[src/design/specific_humidity_from_rel_humidity_assert.svh]
// Assertion macros of the humidity converter RTL.
// Depends on nothing; included by the top level, which carries the assertions.
`ifndef SPECIFIC_HUMIDITY_FROM_REL_HUMIDITY_ASSERT_SVH
`define SPECIFIC_HUMIDITY_FROM_REL_HUMIDITY_ASSERT_SVH

// Same-cycle implication, disabled during reset.
`define SHRH_ASSERT_IMPLIES(label, clk, rst, ante, cons, msg) \
   label: assert property (@(posedge clk) disable iff (rst) (ante) |-> (cons)) \
      else $error(msg);

// Next-cycle implication, disabled during reset.
`define SHRH_ASSERT_NEXT(label, clk, rst, ante, cons, msg) \
   label: assert property (@(posedge clk) disable iff (rst) (ante) |=> (cons)) \
      else $error(msg);

`endif

[src/design/shrh_div_cell.sv]
// One bit of a pipelined restoring divider: trial subtract and register.
// Depends on nothing but its parameters; chained by the top level.
module shrh_div_cell #(
   parameter int NUM_W  = 65,
   parameter int DEN_W  = 41,
   parameter int QUO_W  = 25,
   parameter int BIT    = 0,
   parameter int SIDE_W = 1
) (
   input  logic              clock,
   input  logic              reset,
   input  logic              en,
   input  logic              in_valid,
   input  logic [NUM_W-1:0]  in_rem,
   input  logic [DEN_W-1:0]  in_den,
   input  logic [QUO_W-1:0]  in_quo,
   input  logic [SIDE_W-1:0] in_side,
   output logic              out_valid,
   output logic [NUM_W-1:0]  out_rem,
   output logic [DEN_W-1:0]  out_den,
   output logic [QUO_W-1:0]  out_quo,
   output logic [SIDE_W-1:0] out_side
);

   logic              valid_ff;
   logic [NUM_W-1:0]  rem_ff, rem_in;
   logic [DEN_W-1:0]  den_ff;
   logic [QUO_W-1:0]  quo_ff, quo_in;
   logic [SIDE_W-1:0] side_ff;
   logic [NUM_W-1:0]  trial;
   logic              fits;

   // Divisor aligned to this quotient bit; subtract when it fits.
   always_comb begin
      trial  = NUM_W'(in_den) << BIT;
      fits   = (in_rem >= trial);
      rem_in = fits ? (in_rem - trial) : in_rem;
      quo_in = in_quo;
      quo_in[BIT] = fits;
   end

   always_ff @(posedge clock) begin
      if (reset) begin
         valid_ff <= 1'b0;
      end else if (en) begin
         valid_ff <= in_valid;
      end
   end

   always_ff @(posedge clock) begin
      if (en) begin
         rem_ff  <= rem_in;
         den_ff  <= in_den;
         quo_ff  <= quo_in;
         side_ff <= in_side;
      end
   end

   assign out_valid = valid_ff;
   assign out_rem   = rem_ff;
   assign out_den   = den_ff;
   assign out_quo   = quo_ff;
   assign out_side  = side_ff;

endmodule

[config.mk]
export PLATFORM = sky130hd
export DESIGN_NAME = shrh_div_cell
export DESIGN_NICKNAME = d
export VERILOG_FILES = /design/src/design/specific_humidity_from_rel_humidity_assert.svh /design/src/design/shrh_div_cell.sv
export SDC_FILE = /design/constraint.sdc
export NUM_CORES = 1
export LEC_CHECK = 0
export BUFFER_PORTS_ARGS = -buffer_cell sky130_fd_sc_hd__buf_2
export CAP_MARGIN = 20
export CORE_MARGIN = 5
export CORE_UTILIZATION = 51
export DETAILED_ROUTE_END_ITERATION = 12
export PLACE_DENSITY = 0.81
export SLEW_MARGIN = 10
export SYNTH_ARGS = -nofsm -noshare
export SYNTH_HDL_FRONTEND = slang
export SYNTH_SLANG_ARGS = --single-unit
[constraint.sdc]
create_clock -name clock -period 3.6 [get_ports clock]
set_input_delay 0.18 -clock clock [delete_from_list [all_inputs] [get_ports clock]]
set_output_delay 0.18 -clock clock [all_outputs]
set_load 0.01 [all_outputs]
==> impl_metrics.json <==
{
  "power_density_mw_per_mm2": 439,
  "ctsRootBufferMaster": "clkbuf_16",
  "clock_tree.buffer_depth": 2,
  "holdCritStartpoint": "in_valid",
  "slew_violations": 0,
  "clk_pin_slew_worst_paths_ps": 60,
  "hold_path_class": "primary input to register",
  "dpl.hpwl_um": 17200,
  "gp_congestion": 0.896,
  "cts_htree_levels": 4,
  "routed_wl_um": 23400,
  "drc": 0,
  "max_freq_ghz": 0.293,
  "path_class": "primary input to register",
  "syn_area_sq_mm": 0.00786,
  "fin_crit_sh_pct": 94.8,
  "ys.flop_type": "edfxtp_1",
  "period_needed_ps": 3410,
  "hold_viol": 0,
  "avgSynthCellArea_sq_um": 10.0,
  "max_cap_viol_count": 0,
  "antennaDiodeCount": 0,
  "antenna_left": 0,
  "hold_end": "out_valid",
  "path_max_fanout": 3,
  "arrival_ps": 3570,
  "crit_required_ps": 3760,
  "async_reset_ff_share_pct": 0,
  "grt-ovfl-total": 0,
  "skew_ps": 0,
  "status": "complete, no violations",
  "area_growth_pct": 35.7,
  "synth.distinct_cells": 61,
  "nets": 1296,
  "synth-edff-count": 132,
  "worst_r2r_path_depth": 2,
  "synth_nets": 961,
  "setup_tns_ps": 0,
  "port_buffers": 267,
  "numClockSinks": 133,
  "crit_slowest_cell": "dlygate4sd3_1",
  "yosys.area.top_type": "edfxtp_1",
  "antenna_found_initial": 0,
  "leakagePower_uw": 0.00458,
  "synth.top_cell.area_share_pct": 50.4,
  "die_h_um": 134,
  "vdd_drop_max_mv": 0.303,
  "drive_gt1_share_pct": 30.0,
  "track_usage_pct": 25.4,
  "final_cells": 1318,
  "final_common_cell": "buf_2",
  "path_cells": "dlygate4sd3_1, buf_2, ha_1, fa_1, nand2b_1, a21oi_1, o2111ai_1, a31oi_1, o311a_1, nor3_1, o31ai_1, mux2_2",
  "fp.dieW_um": 134,
  "critical_path.max_stage_delay_ps": 530,
  "fp-row-count": 45,
  "io_pins": 269,
  "dieArea_sq_mm": 0.0180,
  "dp_cells": 1221,
  "routed_via_density": 5.60,
  "reg2reg_to": "out_valid",
  "mostFrequentLayoutCells": "buf_2, edfxtp_1, nor2_1",
  "wl_per_cell_um": 17.8,
  "fill_cells": 1126,
  "grt_start_max_net_pins": 100,
  "synthCells": 783,
  "synth_area_leaders": "edfxtp_1, ha_1, a21oi_1",
  "ys_seq_elements": 133,
  "drtIter0Drc": 718,
  "num_vias": 7380,
  "end_kind": "register",
  "ys.warnings.count": 0,
  "holdPathStages": 3,
  "first_global_vias": 7165,
  "firstDrtPassIters": 5,
  "rsz0062_at_grt": "no",
  "worstMarginPinSlew_ps": 878,
  "synth_seq_area_share_pct": 50.7,
  "grt_pass1_wl_um": 36300,
  "initial_core_util_pct": 51.9,
  "finalSetupViolations": 0,
  "core_sq_mm": 0.0151,
  "cts_setup_buffers": 0,
  "insertion_delay_ps": 410,
  "cts_tree": "built",
  "cp_top_family": "compound AO/OA/AOI/OAI gates",
  "maxSlewHeadroom_pct": 41.5,
  "critical_path_buf_inv_count": 2,
  "reg2reg_slack_ps": 3020,
  "start_kind": "primary input",
  "cts_buffers": 17,
  "r2r_start": "out_valid"
}
how the worst max path moves through the flow:
stage	start	end	slack [ps]	cells after the start
detailed placement	in_rem[0]	out_rem[62]	340	12
finish	in_den[0]	out_rem[62]	190	12
global placement	in_rem[8]	out_rem[47]	330	12
global route	in_den[8]	out_rem[59]	20	13
CTS	in_den[8]	out_rem[47]	230	14
floorplan	in_den[8]	out_rem[59]	770	11
routing by layer:
layer | vias to the layer above | GRT usage (%) | wire, um
li1 | 3567 | - | -
met4 | 0 | 7.13 | 476
met2 | 355 | 43.3 | 11300
met5 | - | 0 | 0
met1 | 3415 | 31.9 | 9550
met3 | 43 | 6.90 | 2140
sequential cells by signal, summed over array words and instances, names as in the netlist:
register and cells:
out_den 41, out_quo 25, out_rem 65, out_side 1, out_valid 1
final cells by class:
cell class                 instances  area, sq um  area share [%]
clock buffer                      17          425            3.99
clock inverter                    14          136            1.28
inverter                          52          195            1.83
multi-input combinational        562         3530            33.1
sequential                       133         3980            37.3
tap                              188          235            2.20
timing repair buffer             352         2160            20.3
metrics by stage:
| step | hold WS, ps | util, % | power (uW) | setup slack, ps | instance area [sq um] |
|---|---|---|---|---|---|
| floorplan | 252 | - | 2540 | 765 | 7860 |
| global placement | 340 | 62.3 | 2930 | 333 | 9440 |
| detailed placement | 347 | 62.3 | 2960 | 338 | 9440 |
| CTS | 6.55 | 70.4 | 4690 | 230 | 10700 |
| global route | 15.8 | 70.5 | 4890 | 22.0 | 10700 |
| finish | 25.5 | 70.5 | 4680 | 187 | 10700 |
worst register-to-register path: stages (launching register included):
cell and delay (ps):
dfxtp_1 310, mux2i_1 120, nor2_1 60
cell usage after synthesis, types with 3 or more instances:
cell,instances
a211oi_1,4
a21boi_0,3
a21o_1,13
a21oi_1,71
a31oi_1,7
and4_1,3
buf_2,4
clkbuf_1,30
edfxtp_1,132
ha_1,41
inv_1,51
mux2_2,10
nand2_1,68
nand2b_1,4
nand3_1,13
nand4_1,15
nor2_1,85
nor2b_1,6
nor3_1,22
nor4_1,8
o211ai_1,9
o21a_1,7
o21ai_0,53
o21bai_1,4
o221ai_1,4
o31ai_1,9
or2_2,5
or3_1,19
or4_1,5
or4_4,3
xnor2_1,21
xor2_1,19
cell families after synthesis:
| kind of cell | Yosys count | share of synthesized area [%] |
|---|---|---|
| AOI/OAI and AO/OA | 203 | 15.7 |
| xor gates and xnor gates | 40 | 4.46 |
| adders and majority gates | 42 | 6.78 |
| buffers and inverters | 88 | 4.46 |
| DFF | 133 | 50.7 |
| muxes | 11 | 1.56 |
| and+or+nand+nor | 266 | 16.4 |
report_power, final:
| group | leakage [uW] | switching [uW] | internal, uW |
|---|---|---|---|
| Clock | 0.000270 | 674 | 1010 |
| Sequential | 0.00130 | 36.6 | 1910 |
| Combinational | 0.00301 | 605 | 452 |
what timing repair did:
action                     CTS  global route
resized for setup            0             2
hold endpoints to repair    66             0
setup endpoints to repair    0             2
hold buffers                66             0
Note: power is estimated with default switching activity, not from simulation.
