File: config.mk
export PLATFORM = sky130hd
export DESIGN_NAME = shrh_exp_cell
export DESIGN_NICKNAME = d
export VERILOG_FILES = /design/src/design/specific_humidity_from_rel_humidity_assert.svh /design/src/design/shrh_pkg.sv /design/src/design/shrh_exp_cell.sv
export SDC_FILE = /design/constraint.sdc
export NUM_CORES = 2
export LEC_CHECK = 0
export BUFFER_PORTS_ARGS = -buffer_cell sky130_fd_sc_hd__clkbuf_2
export CAP_MARGIN = 20
export CELL_PAD_IN_SITES_DETAIL_PLACEMENT = 0
export CELL_PAD_IN_SITES_GLOBAL_PLACEMENT = 1
export CORE_MARGIN = 10
export CORE_UTILIZATION = 50
export DETAILED_ROUTE_END_ITERATION = 8
export PLACE_DENSITY_LB_ADDON = 0.1
export REMOVE_ABC_BUFFERS = 1
export SYNTH_ARGS = -nofsm -noshare
export SYNTH_HDL_FRONTEND = slang
export SYNTH_SLANG_ARGS = --single-unit
File: constraint.sdc
create_clock -name clock -period 9.4 [get_ports clock]
set_input_delay 0.47 -clock clock [delete_from_list [all_inputs] [get_ports clock]]
set_output_delay 0.47 -clock clock [all_outputs]
set_load 0.01 [all_outputs]
File: src/design/specific_humidity_from_rel_humidity_assert.svh
// Assertion macros of the humidity converter RTL.
// Depends on nothing; included by the top level, which carries the assertions.
`ifndef SPECIFIC_HUMIDITY_FROM_REL_HUMIDITY_ASSERT_SVH
`define SPECIFIC_HUMIDITY_FROM_REL_HUMIDITY_ASSERT_SVH

// Same-cycle implication, disabled during reset.
`define SHRH_ASSERT_IMPLIES(label, clk, rst, ante, cons, msg) \
   label: assert property (@(posedge clk) disable iff (rst) (ante) |-> (cons)) \
      else $error(msg);

// Next-cycle implication, disabled during reset.
`define SHRH_ASSERT_NEXT(label, clk, rst, ante, cons, msg) \
   label: assert property (@(posedge clk) disable iff (rst) (ante) |=> (cons)) \
      else $error(msg);

`endif

File: src/design/shrh_pkg.sv
// Types, widths and constants of the specific humidity converter.
// No dependencies; used by the interfaces, the exponential cell and the top level.
package shrh_pkg;

   // Field widths of the channels.
   localparam int TEMP_W      = 15;
   localparam int PRESS_W     = 18;
   localparam int RH_W        = 17;
   localparam int SPEC_W      = 16;
   localparam int CSR_INDEX_W = 4;
   localparam int CSR_DATA_W  = 17;

   // Configuration register indexes.
   typedef enum logic [CSR_INDEX_W-1:0] {
      CSR_METHOD_SELECT     = 4'd0,
      CSR_RELATIVE_HUMIDITY = 4'd1
   } csr_index_type;

   // Input clamps.
   localparam logic [TEMP_W-1:0] T_LOW  = 15'd12800;
   localparam logic [RH_W-1:0]   RH_ONE = 17'd65536;

   // Exponent of the saturation formulas, Celsius in units of 1/640 degree.
   localparam logic signed [19:0] U_OFFSET     = 20'sd174816;
   localparam logic [26:0]        MAGNUS_COEF  = 27'd1762;
   localparam logic signed [25:0] MAGNUS_DEN0  = 26'sd15559680;
   localparam logic signed [27:0] BUCK_LEAD0   = 28'sd70079856;
   localparam logic signed [25:0] BUCK_DEN0    = 26'sd1645696;
   localparam logic [18:0]        BUCK_SCALE   = 19'd375200;

   // Exponent divider shape.
   localparam int EXP_NUM_W = 65;
   localparam int EXP_DEN_W = 41;
   localparam int EXP_QUO_W = 25;

   // Base-2 exponential.
   localparam int ACC_W   = 31;
   localparam int Z_W     = 30;
   localparam int SHIFT_W = 6;
   localparam int HORNER_TERMS = 10;
   localparam logic [30:0] LOG2E_Q30 = 31'd1549082005;
   localparam logic [29:0] LN2_Q30   = 30'd744261118;
   localparam logic [ACC_W-1:0] ONE_Q30 = 31'd1 << 30;
   localparam logic [36:0] YB_BIAS   = 37'd1 << 35;
   localparam logic [6:0]  SHIFT_BASE = 7'd70;

   // Prefactors in hundredths of a pascal.
   localparam logic [15:0] PREF_BUCK   = 16'd61121;
   localparam logic [15:0] PREF_MAGNUS = 16'd61120;

   // Partial pressure, Q8 pascals, and the divide by one hundred.
   localparam int PW_W = 26;
   localparam logic [39:0] PW_BIG      = 40'd100 << 26;
   localparam logic [30:0] RECIP25_Q35 = 31'd1374389534;
   localparam logic [30:0] DIV25       = 31'd25;

   // Gas constants, milli units.
   localparam logic [18:0] R_DRY   = 19'd287058;
   localparam logic [18:0] R_WATER = 19'd461510;

   // Final ratio divider shape.
   localparam int Q_NUM_W = 62;
   localparam int Q_DEN_W = 46;
   localparam int Q_QUO_W = 17;
   localparam logic [SPEC_W-1:0] SPEC_MAX = 16'hFFFF;

   // Data that travels beside the exponent divider.
   typedef struct packed {
      logic              neg;
      logic              magnus;
      logic [RH_W-1:0]   rh;
      logic [PRESS_W-1:0] press;
   } exp_side_type;

   // Data that travels beside the exponential cells.
   typedef struct packed {
      logic [SHIFT_W-1:0] shift;
      logic               magnus;
      logic [RH_W-1:0]    rh;
      logic [PRESS_W-1:0] press;
   } pow_side_type;

endpackage

File: src/design/shrh_exp_cell.sv
// One Horner step of the base-2 exponential: acc = 1 + (acc * z) / K.
// Depends on shrh_pkg; ten of these are chained by the top level.
module shrh_exp_cell import shrh_pkg::*; #(
   parameter int K      = 1,
   parameter int SIDE_W = 1
) (
   input  logic              clock,
   input  logic              reset,
   input  logic              en,
   input  logic              in_valid,
   input  logic [ACC_W-1:0]  in_acc,
   input  logic [Z_W-1:0]    in_z,
   input  logic [SIDE_W-1:0] in_side,
   output logic              out_valid,
   output logic [ACC_W-1:0]  out_acc,
   output logic [Z_W-1:0]    out_z,
   output logic [SIDE_W-1:0] out_side
);

   // Reciprocal of K in Q34; the estimate is low by at most one.
   localparam logic [34:0] RECIP = 35'((36'd1 << 34) / K);
   localparam logic [ACC_W-1:0] K_VAL = ACC_W'(K);

   logic [2:0]        valid_ff;
   logic [ACC_W-1:0]  p1_ff, p1_in;
   logic [Z_W-1:0]    z1_ff, z2_ff, z3_ff;
   logic [SIDE_W-1:0] side1_ff, side2_ff, side3_ff;
   logic [ACC_W-1:0]  p2_ff, q2_ff, q2_in;
   logic [ACC_W-1:0]  acc3_ff, acc3_in;
   logic [60:0]       prod1;
   logic [65:0]       prod2;
   logic [ACC_W-1:0]  rem3;

   // Product with z, back to Q30.
   always_comb begin
      prod1 = 61'(in_acc) * 61'(in_z);
      p1_in = prod1[60:30];
   end

   // Quotient estimate by the reciprocal.
   always_comb begin
      prod2 = 66'(p1_ff) * 66'(RECIP);
      q2_in = prod2[64:34];
   end

   // Correct the estimate once and add one.
   always_comb begin
      rem3    = p2_ff - ACC_W'(q2_ff * K_VAL);
      acc3_in = ONE_Q30 + q2_ff + ACC_W'(rem3 >= K_VAL);
   end

   always_ff @(posedge clock) begin
      if (reset) begin
         valid_ff <= '0;
      end else if (en) begin
         valid_ff <= {valid_ff[1:0], in_valid};
      end
   end

   always_ff @(posedge clock) begin
      if (en) begin
         p1_ff    <= p1_in;
         z1_ff    <= in_z;
         side1_ff <= in_side;
         p2_ff    <= p1_ff;
         q2_ff    <= q2_in;
         z2_ff    <= z1_ff;
         side2_ff <= side1_ff;
         acc3_ff  <= acc3_in;
         z3_ff    <= z2_ff;
         side3_ff <= side2_ff;
      end
   end

   assign out_valid = valid_ff[2];
   assign out_acc   = acc3_ff;
   assign out_z     = z3_ff;
   assign out_side  = side3_ff;

endmodule

==> results_dict.tcl <==
set metrics [dict create \
    drv_slew 0 \
    synth_area_sq_mm 0.03557 \
    hold_buffers 0 \
    synth.distinct_cells 49 \
    crit_required_ns 9.59 \
    critPathLaunchType "primary input" \
    grt_first_pass_wirelength_mm 161.7 \
    holdPathStages 1 \
    clk_latency_ns 0.44 \
    ys_seq_area_share_pct 15.87 \
    drive_gt1_share_pct 6.563 \
    end_kind "flop" \
    r2r-start "p1_ff[14]" \
    netlist_instances 3515 \
    io_pins 129 \
    core_sq_mm 0.07027 \
    rows 97 \
    h-tree-depth 4 \
    io_buffer_count 128 \
    die_x_microns 286.7 \
    cts_setup_buffers 0 \
    finClkSkew_ns 0.01234 \
    yosys_warnings 0 \
    maxSlewHeadroom_pct 32.50 \
    setup_tns_ns 0 \
    min_to "side1_ff" \
    antenna_found_initial 10 \
    first_iter_violations 1442 \
    fin_crit_ns 8.450 \
    synth_edf_count 186 \
    tritoncts "yes" \
    rsz0062_at_grt "false" \
    reg2reg_depth 0 \
    clockBufferDepth 2 \
    fin_crit_sh_pct 89.90 \
    grt.overflow.total 0 \
    die_h_microns 286.7 \
    final_cell_mix "829 x inv_1, 807 x fa_1, 560 x and2_1" \
    post_drt_wl_per_cell_microns 22.95 \
    tightest_slew_ns 1.013 \
    path_class "primary input to flop" \
    cap_viol_max_count 0 \
    min_path_type "primary input to flop" \
    routed_wl_mm 103.1 \
    via_per_inst 5.383 \
    grt_start_max_net_pins 103 \
    final_common_cell "inv_1" \
    grt_usage_pct 26.00 \
    dp_hpwl_mm 80.92 \
    avgSynthCellArea_sq_um 10.12 \
    ctsRootBufferMaster "clkbuf_16" \
    cp_data_arrival_time_ns 8.64 \
    setup_violations 0 \
    grt_pass1_vias 27840 \
    ys_async_sr_fraction_pct 0 \
    cts_resized 0 \
    status "finished, final reports clean" \
    ant_nets 0 \
    synth_seq_cells 189 \
    min_from "in_side" \
    dieArea_sq_mm 0.08220 \
    nets 4656 \
    reg2reg_to "p2_ff[14]" \
    dr_total_vias 24180 \
    synth-main-ff-cell "edfxtp_1" \
    cts_sinks 189 \
    critical_path.max_fanout 17 \
    clk_pin_slew_worst_paths_ns 0.08 \
    gp_congestion 0.9017 \
    drt_pre_antenna_iters 7 \
    hold_violations 0 \
    regToRegSetupSlack_ns 8.66 \
    start_util_pct 50.62 \
    synthToLayoutAreaGrowth_pct 6.230 \
    drcViolationCount 0 \
    cts_buffers 17 \
    fmax_mhz 118.3 \
]
critical path, stage by stage:
cell and delay [ns]:
clkbuf_2 0.46, buf_4 0.29, nand2_1 0.17, fa_1 0.57, fa_1 0.56, fa_1 0.53, fa_1 0.51, inv_1 0.05
fa_1 0.56, fa_1 0.44, fa_1 0.50, inv_1 0.05, fa_1 0.53, inv_1 0.06, ha_1 0.35, a21oi_1 0.22
a21boi_0 0.12, a2111oi_0 0.56, buf_4 0.21, o221ai_1 0.10, a31oi_1 0.17, buf_4 0.18, a21oi_2 0.12, a21o_1 0.20
o211a_1 0.23, a211oi_1 0.40
state kept, by name, summed over array words and instances, names as in the netlist:
name,flops
out_z,30
side2_ff,1
side1_ff,1
out_side,1
p1_ff,31
out_acc,31
valid_ff,3
p2_ff,31
z2_ff,30
z1_ff,30
cells in the mapped netlist, types with 19 or more instances:
| master | instances | area, sq um |
|---|---|---|
| inv_1 | 829 | 3112 |
| fa_1 | 807 | 16160 |
| and2_1 | 560 | 3503 |
| nand2_1 | 408 | 1531 |
| ha_1 | 246 | 3078 |
| clkbuf_1 | 188 | 705.7 |
| edfxtp_1 | 186 | 5585 |
| a21oi_1 | 51 | 255.2 |
| nor2_1 | 33 | 123.9 |
| o21ai_0 | 25 | 125.1 |
| a21o_1 | 20 | 150.1 |
| xnor2_1 | 19 | 166.4 |
stage by stage:
| step | utilization [%] | setup slack, ns | cell area, sq um | hold slack [ns] | std cells |
|---|---|---|---|---|---|
| 6_report | 53.77 | 0.9498 | 37780 | 0.2133 | 4492 |
| 3_3_place_gp | 52.87 | 0.6111 | 37150 | 0.4014 | 4457 |
| 3_5_place_dp | 52.87 | 0.5805 | 37150 | 0.4045 | 4457 |
| 5_1_grt | 53.76 | 0.7073 | 37780 | 0.1968 | 4490 |
| 2_1_floorplan | - | 2.315 | 34860 | 0.4003 | 3327 |
| 4_1_cts | 53.72 | 1.046 | 37750 | 0.1940 | 4489 |
worst max-delay path by stage:
stage,start,end,slack (ns),depth (start not counted)
after floorplan,in_acc[10],p1_ff[15],2.31,25
after CTS,in_z[8],p1_ff[30],1.05,26
after global routing,in_z[8],p1_ff[30],0.71,26
final,in_z[8],p1_ff[30],0.95,26
after global placement,in_acc[15],p1_ff[30],0.61,26
after detailed placement,in_z[8],p1_ff[30],0.58,26
final cells by class:
class | count | area (sq um)
repair buffers | 191 | 1142
multi-input cells | 2309 | 26110
diodes | 2 | 5.005
clock inverters | 15 | 172.7
fillers | 6319 | 32490
clock buffers | 17 | 425.4
inverters | 829 | 3112
well taps | 940 | 1176
flip-flops and latches | 189 | 5645
per-layer routing:
layer | share of wire [%] | GRT usage, %
met1 | 38 | 30.89
met2 | 52 | 47.08
met3 | 5.6 | 3.628
met4 | 4.2 | 9.988
met5 | 0.016 | 0
kinds of logic after synthesis:
kind of cell               Yosys count  synth area share [%]
AOI/OAI and AO/OA                  154                 2.776
xor gates and xnor gates            33                0.8126
adders and majority gates         1053                 54.08
buffers and inverters             1017                 10.73
DFF                                189                 15.87
muxes                                3               0.08443
and+or+nand+nor                   1066                 15.65
Power is left out: the tool's default activity adds up to more than one toggle a clock period on the data nets, which glitch-free logic cannot reach.
